$ cat src/rtl/core/ftrl_pkg.sv
// ----------------------------------------------------------------------------
// ftrl_pkg
// Shared constants and types of the FTRL-proximal row update unit.
// ----------------------------------------------------------------------------
`default_nettype none

package ftrl_pkg;

  localparam int unsigned RowDim    = 16;
  localparam int unsigned AddrW     = (RowDim > 1) ? $clog2(RowDim) : 1;
  localparam int unsigned IdxW      = 4;
  localparam int unsigned DataW     = 32;
  localparam int unsigned NW        = 40;
  localparam int unsigned ShowW     = 16;
  localparam int unsigned FracW     = 24;
  localparam int unsigned DivW      = NW + 1;
  localparam int unsigned FifoDepth = 4;
  localparam int unsigned FifoPtrW  = $clog2(FifoDepth);
  localparam int unsigned FifoCntW  = FifoPtrW + 1;
  localparam int unsigned SqrtLat   = DataW;
  localparam int unsigned DivLat    = DataW + 1;
  localparam int unsigned PaddrW    = 4;

  localparam logic [DataW-1:0] RateRst = 32'd838861;
  localparam logic [DataW-1:0] L1Rst   = 32'd0;
  localparam logic [DataW-1:0] L2Rst   = 32'd0;
  localparam logic [DataW-1:0] BetaRst = 32'd16777216;

  typedef enum logic [1:0] {
    CfgRate = 2'd0,
    CfgL1   = 2'd1,
    CfgL2   = 2'd2,
    CfgBeta = 2'd3
  } cfg_reg_e;

  typedef struct packed {
    logic [DataW-1:0] rate;
    logic [DataW-1:0] l1;
    logic [DataW-1:0] l2;
    logic [DataW-1:0] beta;
  } cfg_t;

  typedef struct packed {
    logic [IdxW-1:0]  idx;
    logic [DataW-1:0] grad;
    logic             oor;
  } q_item_t;

endpackage

`default_nettype wire

$ cat src/rtl/core/ftrl_if.sv
// ----------------------------------------------------------------------------
// ftrl_if
// Valid/ready channels for gradient items and weight results.
// ----------------------------------------------------------------------------
`default_nettype none

interface ftrl_in_if;
  logic        valid;
  logic        ready;
  logic [3:0]  elem_index;
  logic [31:0] gradient;
  logic [15:0] show_incr;

  modport source (output valid, elem_index, gradient, show_incr, input ready);
  modport sink   (input valid, elem_index, gradient, show_incr, output ready);
endinterface


`default_nettype wire

$ cat src/rtl/core/ftrl_front.sv
// ----------------------------------------------------------------------------
// ftrl_front
// Accepts gradient transactions, classifies the index, keeps the show
// counter and queues items for the update pipeline.
// ----------------------------------------------------------------------------
`default_nettype none

module ftrl_front (
  input  logic              clk_i,
  input  logic              rst_ni,
  ftrl_in_if.sink           in_ch,
  output ftrl_pkg::q_item_t head_o,
  output logic              head_valid_o,
  input  logic              pop_i
);
  import ftrl_pkg::*;

  q_item_t               fifo_q [FifoDepth];
  logic [FifoPtrW-1:0]   wr_ptr_q, rd_ptr_q;
  logic [FifoCntW-1:0]   count_q, count_d;
  logic [DataW-1:0]      show_q;
  logic [DataW:0]        show_sum;
  logic                  push, pop;
  q_item_t               new_item;

  assign in_ch.ready  = (count_q != FifoCntW'(FifoDepth));
  assign push         = in_ch.valid && in_ch.ready;
  assign head_valid_o = (count_q != '0);
  assign pop          = pop_i && head_valid_o;
  assign head_o       = fifo_q[rd_ptr_q];

  always_comb begin
    new_item.idx  = in_ch.elem_index;
    new_item.grad = in_ch.gradient;
    new_item.oor  = (32'(in_ch.elem_index) >= RowDim);
    count_d = count_q;
    if (push && !pop) begin
      count_d = count_q + 1'b1;
    end else if (pop && !push) begin
      count_d = count_q - 1'b1;
    end
    show_sum = {1'b0, show_q} + {{(DataW + 1 - ShowW){1'b0}}, in_ch.show_incr};
  end

  always_ff @(posedge clk_i) begin
    if (push) begin
      fifo_q[wr_ptr_q] <= new_item;
    end
  end

  always_ff @(posedge clk_i or negedge rst_ni) begin
    if (!rst_ni) begin
      wr_ptr_q <= '0;
      rd_ptr_q <= '0;
      count_q  <= '0;
      show_q   <= '0;
    end else begin
      count_q <= count_d;
      if (push) begin
        wr_ptr_q <= wr_ptr_q + 1'b1;
      end
      if (pop) begin
        rd_ptr_q <= rd_ptr_q + 1'b1;
      end
      // show counter on element 0, saturating
      if (push && in_ch.elem_index == '0) begin
        show_q <= show_sum[DataW] ? '1 : show_sum[DataW-1:0];
      end
    end
  end

endmodule

`default_nettype wire

$ cat src/flat_wrapper.sv
// flat-port wrapper written by rule: the top's interface ports become plain ports
module ftrl_front_flat import ftrl_pkg::*;
  (clk_i, rst_ni, head_o, head_valid_o, pop_i, in_ch_valid, in_ch_elem_index, in_ch_gradient, in_ch_show_incr, in_ch_ready);
  ftrl_in_if in_ch_i ();
  input  logic clk_i;
  input  logic rst_ni;
  output ftrl_pkg::q_item_t head_o;
  output logic head_valid_o;
  input  logic pop_i;
  input wire logic [$bits(in_ch_i.valid)-1:0] in_ch_valid;
  input wire logic [$bits(in_ch_i.elem_index)-1:0] in_ch_elem_index;
  input wire logic [$bits(in_ch_i.gradient)-1:0] in_ch_gradient;
  input wire logic [$bits(in_ch_i.show_incr)-1:0] in_ch_show_incr;
  output wire logic [$bits(in_ch_i.ready)-1:0] in_ch_ready;
  assign in_ch_i.valid = in_ch_valid;
  assign in_ch_i.elem_index = in_ch_elem_index;
  assign in_ch_i.gradient = in_ch_gradient;
  assign in_ch_i.show_incr = in_ch_show_incr;
  assign in_ch_ready = in_ch_i.ready;
  ftrl_front u_core (.clk_i(clk_i), .rst_ni(rst_ni), .in_ch(in_ch_i), .head_o(head_o), .head_valid_o(head_valid_o), .pop_i(pop_i));
endmodule
$ cat config.mk
export PLATFORM = sky130hd
export DESIGN_NAME = ftrl_front_flat
export DESIGN_NICKNAME = d
export VERILOG_FILES = /design/src/rtl/core/ftrl_pkg.sv /design/src/rtl/core/ftrl_if.sv /design/src/rtl/core/ftrl_front.sv /design/src/flat_wrapper.sv
export SDC_FILE = /design/constraint.sdc
export NUM_CORES = 1
export LEC_CHECK = 0
export BUFFER_PORTS_ARGS = -buffer_cell sky130_fd_sc_hd__buf_2
export CAP_MARGIN = 5
export CORE_UTILIZATION = 55
export CTS_CLUSTER_DIAMETER = 60
export DETAILED_ROUTE_END_ITERATION = 8
export MAX_ROUTING_LAYER = met4
export PLACE_DENSITY = 0.81
export SETUP_SLACK_MARGIN = 0.15
export SLEW_MARGIN = 20
export SYNTH_ARGS = -nofsm -noshare
export SYNTH_HDL_FRONTEND = slang
export SYNTH_SLANG_ARGS = --single-unit
$ cat constraint.sdc
create_clock -name clk_i -period 2.8 [get_ports clk_i]
set_clock_uncertainty 0.1 [all_clocks]
set_input_delay 0.84 -clock clk_i [delete_from_list [all_inputs] [get_ports clk_i]]
set_output_delay 0.84 -clock clk_i [all_outputs]
set_load 0.05 [all_outputs]
==> impl_metrics.py <==
metrics = {
    "global_route": {
        "grt_max_degree": 37,
        "grt_overflow": 0,
        "antenna_found_initial": 0,
        "grt_pass1_vias": 2765,
        "track_usage_pct": 22.2,
        "grt_pass1_wl_mm": 15.6,
    },
    "synth": {
        "synth_cell_types": 20,
        "synth_top_flop_cell": "edfxtp_1",
        "yosys_warnings": 0,
        "syn-num-nets": 287,
        "synth.largest_area_cell": "edfxtp_1",
        "synth.avg_cell_area_sq_um": 25.0,
        "synth_common_cells": "144 x edfxtp_1, 36 x mux4_2, 7 x dfrtp_1",
        "syn_area_sq_mm": 0.00563,
        "yosysSeqAreaShare_pct": 79.9,
        "synth_edf_count": 144,
        "yosysMostFrequentCell": "edfxtp_1",
        "syn_inst": 225,
        "synth_top_cell_area_share_pct": 76.8,
        "ys_seq_elements": 151,
        "synth_area_leaders": "edfxtp_1 77%, mux4_2 14%, dfrtp_1 3.1%, ha_1 1.1%, buf_12 0.71%",
        "synthArstFlopShare_pct": 4.64,
    },
    "floorplanning": {
        "rows": 36,
        "fp.dieW_um": 103,
        "core-area_sq_mm": 0.00986,
        "die-area_sq_mm": 0.0106,
        "die_h_um": 103,
        "io-pin-count": 95,
        "start_util_pct": 57.1,
    },
    "clocking": {
        "cts.sink_count": 151,
        "clk_pin_slew_ns": 0.06,
        "numCtsBuffers": 17,
        "cts_tree": "done",
        "ctsLongestPathBuffers": 2,
        "cts_root_buf": "clkbuf_8",
        "h-tree-depth": 4,
        "clk_latency_ns": 0.51,
        "ctsHoldBuffers": 0,
    },
    "detailed_routing": {
        "num_vias": 2703,
        "drt_first_pass_iters": 4,
        "ant_nets": 0,
        "vias_per_cell": 5.69,
        "drt_iter0_markers": 127,
        "wl_mm": 10.9,
        "drc": 0,
        "avgRoutedWirePerCell_um": 22.9,
    },
    "final_layout": {
        "drive_gt1_share_pct": 49.4,
        "final-seq-area_sq_mm": 0.00450,
        "fillers": 557,
        "synthToLayoutAreaGrowth_pct": 27.7,
        "multi_input_area_sq_mm": 0.00104,
        "nets": 391,
        "final_cell_area_sq_mm": 0.00719,
        "final_cells": 475,
        "antennaDiodeCount": 0,
    },
    "sta": {
        "final-hold-violation-count": 0,
        "fmax_ghz": 0.347,
        "rsz0062_at_grt": "yes",
        "postLayoutSetupSlackWorst_ns": -0.0835,
        "finalCritPeriodShare_pct": 103,
        "min_period_ns": 2.88,
        "setup_viol": 34,
        "finalSetupTns_ns": -1.33,
        "slew_viol_final": 0,
    },
    "worst_setup_path": {
        "cp_max_fo": 6,
        "cp-start-kind": "register",
        "crit_required_ns": 1.86,
        "crit_path_end_kind": "primary output",
        "path_class": "reg2out",
        "critPathArrivalTime_ns": 1.94,
    },
    "power": {
        "p_leak_uw": 0.00253,
        "power_density_mw_per_mm2": 1310,
        "irDropWorstVdd_uv": 935,
    },
    "hold_path": {
        "worst_hold_path_type": "in2async",
    },
    "outcome": {
        "violations": "setup timing",
        "outcome": "complete, but fails checks",
    },
    "place": {
        "post-place-ws_ns": 0.395,
        "dpl.cell_count": 437,
        "place_area_sq_mm": 0.00622,
        "gp_congestion": 0.739,
        "io_buffer_count": 77,
        "hpwl_mm": 5.66,
    },
    "flow_run": {
        "cap_violations": 0,
    },
}
==> cell families after synthesis <==
| group | share of synthesized area, % |
|---|---|
| flip-flops | 79.9 |
| other | 0.0666 |
| buffers and inverters | 1.73 |
| adder cells (fa/ha/maj) | 1.47 |
| multiplexers | 14.8 |
| XOR/XNOR | 0.933 |
| AO/OA/AOI/OAI | 0.200 |
| AND/OR/NAND/NOR | 0.911 |
==> power breakdown <==
group          internal [uW]  total, uW  switching (uW)
combinational           1700       4090            2400
sequential              3000       3160             162
clock                   1280       2180             906
==> sequential cells by signal (all words and copies together), names as in the netlist <==
signal / cells
u_core.wr_ptr_q: 2
u_core.fifo_q: 144
u_core.count_q: 3
u_core.rd_ptr_q: 2
==> placed cells by master, fill, tap and decap left out, types with 3 or more instances in the layout <==
cell type / instances
inv_1: 3
mux4_2: 36
buf_6: 31
buf_12: 4
buf_2: 41
ha_1: 5
and2_2: 4
buf_8: 5
clkinvlp_4: 5
edfxtp_1: 144
buf_16: 3
dfrtp_1: 5
inv_6: 3
buf_4: 8
xnor2_1: 4
clkbuf_16: 18
==> final cells by class <==
cell class                 instances  area share (%)
clock inverter                    13            2.04
tap                              133            2.31
multi-input combinational         62            14.5
inverter                           3           0.157
sequential                       151            62.6
clock buffer                      19            5.86
timing repair buffer              94            12.5
==> critical path, stage by stage (launching register included) <==
cell and delay [ns]:
dfrtp_2 0.39, buf_12 0.15, clkbuf_16 0.17, mux4_2 0.53
buf_6 0.18
==> final timing paths <==
kind	slack, ns	from	depth (start not counted)	endpoint
setup / recovery	-0.08	u_core.rd_ptr_q[0]$_DFFE_PN0P_	4	head_o[15]
hold / removal	0.07	rst_ni	1	u_core.count_q[0]$_DFFE_PN0P_
setup reg to reg	0.54	u_core.count_q[1]$_DFFE_PN0P_	8	u_core.count_q[2]$_DFFE_PN0P_
hold reg to reg	0.44	u_core.count_q[2]$_DFFE_PN0P_	1	u_core.count_q[2]$_DFFE_PN0P_
max in group asynchronous	2.33	rst_ni	1	u_core.rd_ptr_q[1]$_DFFE_PN0P_
min in group clk_i	0.44	in_ch_gradient[30]	1	u_core.fifo_q[3][30]$_DFFE_PP_
==> stage by stage <==
stage	hold slack, ns	power, uW	util (%)
detailed placement	0.439	6450	63.1
finish	0.0689	9440	72.9
global route	0.0580	9800	72.9
CTS	0.0641	9370	72.3
floorplan	0.393	5740	-
global placement	0.408	6370	63.1
==> layer usage <==
layer / global-route usage, % / wire (um)
met1: 28.6 / 4410
met2: 34.8 / 5600
met3: 6.25 / 611
met4: 7.37 / 255
met5: - / 0
==> repair_timing <==
action                     4_1_cts  5_1_grt
setup endpoints to repair       36       36
resized for setup               82        1
buffers inserted                 2        0
gates cloned                     2        2
No activity file was read; power rests on OpenSTA's default activity.
